--- config.mk ---
export PLATFORM = sky130hd
export DESIGN_NAME = sgsa_cell
export DESIGN_NICKNAME = d
export VERILOG_FILES = /design/src/sgsa_pkg.sv /design/src/sgsa_cell.sv
export SDC_FILE = /design/constraint.sdc
export NUM_CORES = 1
export LEC_CHECK = 0
export BUFFER_PORTS_ARGS = -buffer_cell sky130_fd_sc_hd__buf_4
export CAP_MARGIN = 20
export CORE_MARGIN = 2
export CORE_UTILIZATION = 38
export CTS_BUF_LIST = sky130_fd_sc_hd__clkbuf_8
export DETAILED_ROUTE_END_ITERATION = 8
export PLACE_DENSITY = 0.83
export SYNTH_ARGS = -nofsm -noshare
export SYNTH_HDL_FRONTEND = slang
export SYNTH_SLANG_ARGS = --single-unit
--- constraint.sdc ---
create_clock -name clk -period 0.9 [get_ports clk]
set_input_delay 0.09 -clock clk [delete_from_list [all_inputs] [get_ports clk]]
set_output_delay 0.09 -clock clk [all_outputs]
set_load 0.005 [all_outputs]
--- src/sgsa_pkg.sv ---
`timescale 1ns / 1ps

package sgsa_pkg;

    // Fixed field widths
    localparam int GLYPH_W = 13;
    localparam int ADDR_W  = 32;
    localparam int CB_W    = 2;
    localparam int FONT_W  = 8;
    localparam int TPL_W   = 32;
    localparam int SLOT_W  = 8;
    localparam int TILE_W  = 10;
    localparam int KEY_W   = 16;
    localparam int CFG_IDX_W  = 2;
    localparam int CFG_DATA_W = 32;

    // Defaults for the top-level parameters
    localparam int SLOT_COUNT_DEF  = 224;
    localparam int GLYPH_LIMIT_DEF = 7168;

    // Register reset values
    localparam logic [TILE_W-1:0] POOL_BASE_RESET  = 10'd521;
    localparam logic [FONT_W-1:0] SMALL_FONT_RESET = 8'd4;

    // Video memory window for tile data
    localparam logic [ADDR_W-1:0] VRAM_LOW  = 32'h0600_0000;
    localparam logic [ADDR_W-1:0] VRAM_HIGH = 32'h0601_8000;

    // Configuration register indexes
    localparam logic [CFG_IDX_W-1:0] CFG_POOL_BASE  = 2'd0;
    localparam logic [CFG_IDX_W-1:0] CFG_SMALL_FONT = 2'd1;

    typedef enum logic [1:0] {
        STATUS_HIT     = 2'd0,
        STATUS_NEW     = 2'd1,
        STATUS_FULL    = 2'd2,
        STATUS_INVALID = 2'd3
    } status_t;

    typedef enum logic [1:0] {
        ST_IDLE,
        ST_SCAN,
        ST_RESOLVE
    } state_t;

    // Search token that walks the cell chain
    typedef struct packed {
        logic              valid;
        logic              hit;
        logic [SLOT_W-1:0] slot;
        logic [KEY_W-1:0]  key;
    } token_t;

    // Broadcast table write
    typedef struct packed {
        logic              en;
        logic [SLOT_W-1:0] slot;
        logic [KEY_W-1:0]  key;
    } table_wr_t;

endpackage

--- src/sgsa_cell.sv ---
`timescale 1ns / 1ps

module sgsa_cell
    import sgsa_pkg::*;
#(
    parameter int IDX = 0
)
(
    input  logic              clk,
    input  logic              rst_n,
    input  token_t            tok_in,
    input  table_wr_t         wr,
    input  logic [SLOT_W-1:0] count,
    output token_t            tok_out
);

    localparam logic [SLOT_W-1:0] IDX_L = SLOT_W'(IDX);

    logic [KEY_W-1:0] entry_reg;
    logic [KEY_W-1:0] entry_next;
    logic             tok_valid_reg;
    logic             tok_valid_next;
    token_t           tok_reg;
    token_t           tok_next;
    logic             match;

    // Entry counts only while it lies below the fill count
    assign match = (IDX_L < count) && (entry_reg == tok_in.key);

    always_comb
    begin
        entry_next = entry_reg;
        if (wr.en && (wr.slot == IDX_L))
        begin
            entry_next = wr.key;
        end
    end

    always_comb
    begin
        tok_valid_next = tok_in.valid;
        tok_next       = tok_in;
        tok_next.hit   = tok_in.hit | match;
        tok_next.slot  = tok_in.hit ? tok_in.slot : IDX_L;
    end

    always_ff @(posedge clk or negedge rst_n)
    begin
        if (!rst_n)
        begin
            tok_valid_reg <= 1'b0;
        end
        else
        begin
            tok_valid_reg <= tok_valid_next;
        end
    end

    always_ff @(posedge clk)
    begin
        entry_reg <= entry_next;
        tok_reg   <= tok_next;
    end

    always_comb
    begin
        tok_out       = tok_reg;
        tok_out.valid = tok_valid_reg;
    end

endmodule

Yosys cells after proc, flatten, opt, wreduce, memory -nomap -nowiden
Index checks and enable logic that the tools add are counted.

Magnitude comparators: 1. Eq/ne operators: 1. Bitwise logic cells: 1. Reduce and logical (&&, ||, !) cells: 3.

Operators by type and width (number): == test 16 bit (1); logical NOT 8 bit (1); less-than comparator 1 x 8 -> 1 bit (first input constant) (1); logical AND 1 bit (2); bitwise OR 1 bit (1).

Register bits: 42. Bits of input ports: 61. Output and inout bits: 26. Word-level logic and storage cells: 11.

Depth between registers and ports, before layout
Depth after elaboration: 3. Mapped depth: 4. Depth with buffers taken out: 4.

Worst setup path before layout
Ideal clock, no wire load.

Path kind: input -> register. From: in wr[17] (netlist bit). To: reg entry_reg[0] (enable). Setup time: 432 ps. Arrival time: 2012 ps. Required time: 468 ps. Path slack: -1543 ps. Stages: 3. Buffers on the path: 0. Cell sequence: nor4_1 -> nand3b_1 -> nor4_1.

Longest elaborated chain between the ends: 2.

Ends and longest elaborated chain: from (decl) (RTL line sgsa_cell.sv:12) `input table_wr_t wr,`; logical NOT 8 bit (RTL line sgsa_cell.sv:33) `if (wr.en && (wr.slot == IDX_L))`; logical AND 1 bit (RTL line sgsa_cell.sv:33); to (signal assigned) (RTL line sgsa_cell.sv:61) `entry_reg <= entry_next;`; to (decl) (RTL line sgsa_cell.sv:19) `logic [KEY_W-1:0] entry_reg;`.

Every way passes these cells. A chain may end at the register's enable or synchronous reset.

==> results.toml <==
[setup_path]
path_class = "reg2reg"
cp_slowest_cell = "edfxtp_1"
crit_required_ps = 1150
path_cells = "xnor2_2 > nand4_1 > nor3_2 > a41o_1"
crit_path_end_kind = "flop"
start_kind = "flop"
max_stage_delay_ps = 420
worstPathArrival_ps = 1340
path_max_fanout = 1
crit_family = "flip-flops"
crit_buf_inv = 0

[global_routing]
antenna_found_initial = 0
track_usage = 0.191
grt_pass1_vias = 1168
grt_overflow = 0
grt_max_degree = 14
grt_pass1_wl_mm = 4.93

[clock_network]
cts_tree = "built"
clockBufferDepth = 2
htreeDepth = 2
clk_latency_ps = 300
clk_pin_slew_worst_paths_ps = 80
cts_setup_buffers = 0
cts_root_buffer = "clkbuf_8"
cts_buffers = 5
clock-sinks = 42

[floorplanning]
die_area_um2 = 3840
rows = 21
core_area_um2 = 3280
start_util = 0.389
fp.dieH_um = 62.0
boundaryPins = 87
die_x_um = 62.0

[cells_and_area]
drive_gt1_frac = 0.465
seq_area_um2 = 1010
mostFrequentLayoutCell = "buf_4"
synthToLayoutAreaGrowth_pct = 102
largest_reg_flops = 25
instances_no_fill = 261
diodes = 0
final_nets = 275
final_cell_mix = "buf_4, dlygate4sd3_1, dfxtp_1"
multi_input_area_um2 = 312
nFillCells = 195

[placement]
hpwlAfterDp_mm = 2.24
place_congestion = 0.680
post-place-cells = 211
portBuffers = 86

[min_path]
min_path_type = "in2reg"

[sta]
worst_pin_slew_ps = 294
hold_viol = 0
rsz0062_at_grt = "true"
min_period_ps = 1090
finClkSkew_ps = 13.7
worst_slack_ps = -190
finalSetupViolations = 17
clock.fmax_mhz = 917
drv_slew = 0
slew_headroom = 0.802
tns_ps = -1020
min_period_over_period = 1.21

[run_status]
failed_checks = "negative setup slack"
status = "finished, violations left"

[yosys]
syn_nets = 139
ys_warn_count = 0
synth.distinct_cells = 13
synth.largest_area_cell = "dfxtp_1"
postSynthCellCount = 78
ys_top_cells_by_area = "dfxtp_1, edfxtp_1, xnor2_1, and2_1, dfrtp_1"
synth_seq_cells = 42
ys_seq_area_frac = 0.787
synth_area_per_cell_um2 = 16.4
synth_top_area_share = 0.392
netlist_area_um2 = 1280

[detailed_routing]
drt_iter0_drc = 35
drc = 0
antenna_left = 0
routedWlPerCell_um = 14.0
firstDrtPassIters = 4
num_vias = 1127
viasPerCell = 4.32
wirelength_mm = 3.67

[power]
p_leak_nw = 1.11
power_density_nw_per_um2 = 1560
peakVddDrop_mv = 1.32
p_total_w = 0.00404

[job]
cap_viol_max_count = 0
==> layout make-up <==
cell class              count  area share
repair buffers            130       0.426
flip-flops and latches     42       0.389
multi-input cells          35       0.121
clock buffers               5      0.0266
well taps                  46      0.0223
clock inverters             3      0.0155
==> final timing paths <==
kind                              startpoint            end  slack [ps]  cells past startpoint
worst min register to register  entry_reg[0]    tok_out[24]         620                      2
min in group asynchronous              rst_n  tok_valid_reg         110                      2
max in group asynchronous              rst_n  tok_valid_reg         710                      2
worst min-delay path              tok_in[24]    tok_out[24]          30                      2
worst max-delay path            entry_reg[5]    tok_out[24]        -190                      4
worst max register to register  entry_reg[5]    tok_out[24]        -190                      4
==> cells by family after synthesis <==
logic type	count (synthesis)	synth area share
flops	42	0.787
xor+xnor	16	0.110
buf+inv	1	0.00588
compound gates	2	0.0137
simple gates	17	0.0833
==> synth_stat cells <==
master,instances
buf_4,1
nor4_1,4
xnor2_1,14
nand3b_1,1
dfrtp_1,1
dfxtp_1,25
edfxtp_1,16
nand4_1,3
xor2_1,2
a211oi_1,1
nor3_1,1
a41o_1,1
and2_1,8
==> per-stage QoR <==
step / util / hold slack (ps) / area, µm² / setup WS, ps
2_1_floorplan: - / -206 / 1310 / -534
3_3_place_gp: 0.614 / -135 / 2020 / -367
3_5_place_dp: 0.614 / -134 / 2020 / -388
4_1_cts: 0.771 / -78.3 / 2530 / -202
5_1_grt: 0.787 / 46.5 / 2580 / -275
6_report: 0.787 / 31.1 / 2580 / -190
==> report_power, final <==
group	switching [W]	leakage [nW]	internal, W	total, W
sequential	0.0000188	0.366	0.00203	0.00205
combinational	0.000152	0.689	0.000399	0.000551
clock	0.000622	0.0599	0.000818	0.00144
==> timing repair <==
item | 4_1_cts | 5_1_grt
gates cloned | 0 | 0
hold endpoints to repair | 39 | 4
hold buffers | 38 | 4
endpoints found under the setup margin | 17 | 18
gates resized for setup | 6 | 2
pin swaps | 2 | 0
==> per-layer routing <==
layer | GRT usage | part of all wire | up-vias | routed length, µm
li1 | - | - | 541 | -
met1 | 0.185 | 0.34 | 513 | 1240
met2 | 0.345 | 0.57 | 67 | 2070
met3 | 0.0870 | 0.079 | 6 | 288
met4 | 0.0821 | 0.017 | 0 | 61
met5 | 0 | 0 | - | 0
==> worst reg2reg max path, cell delays in order (launching register included) <==
cell and delay (ps):
edfxtp_1 420, xnor2_2 150, nand4_1 140, nor3_2 180, a41o_1 160
Note: power is estimated with default switching activity, not from simulation.
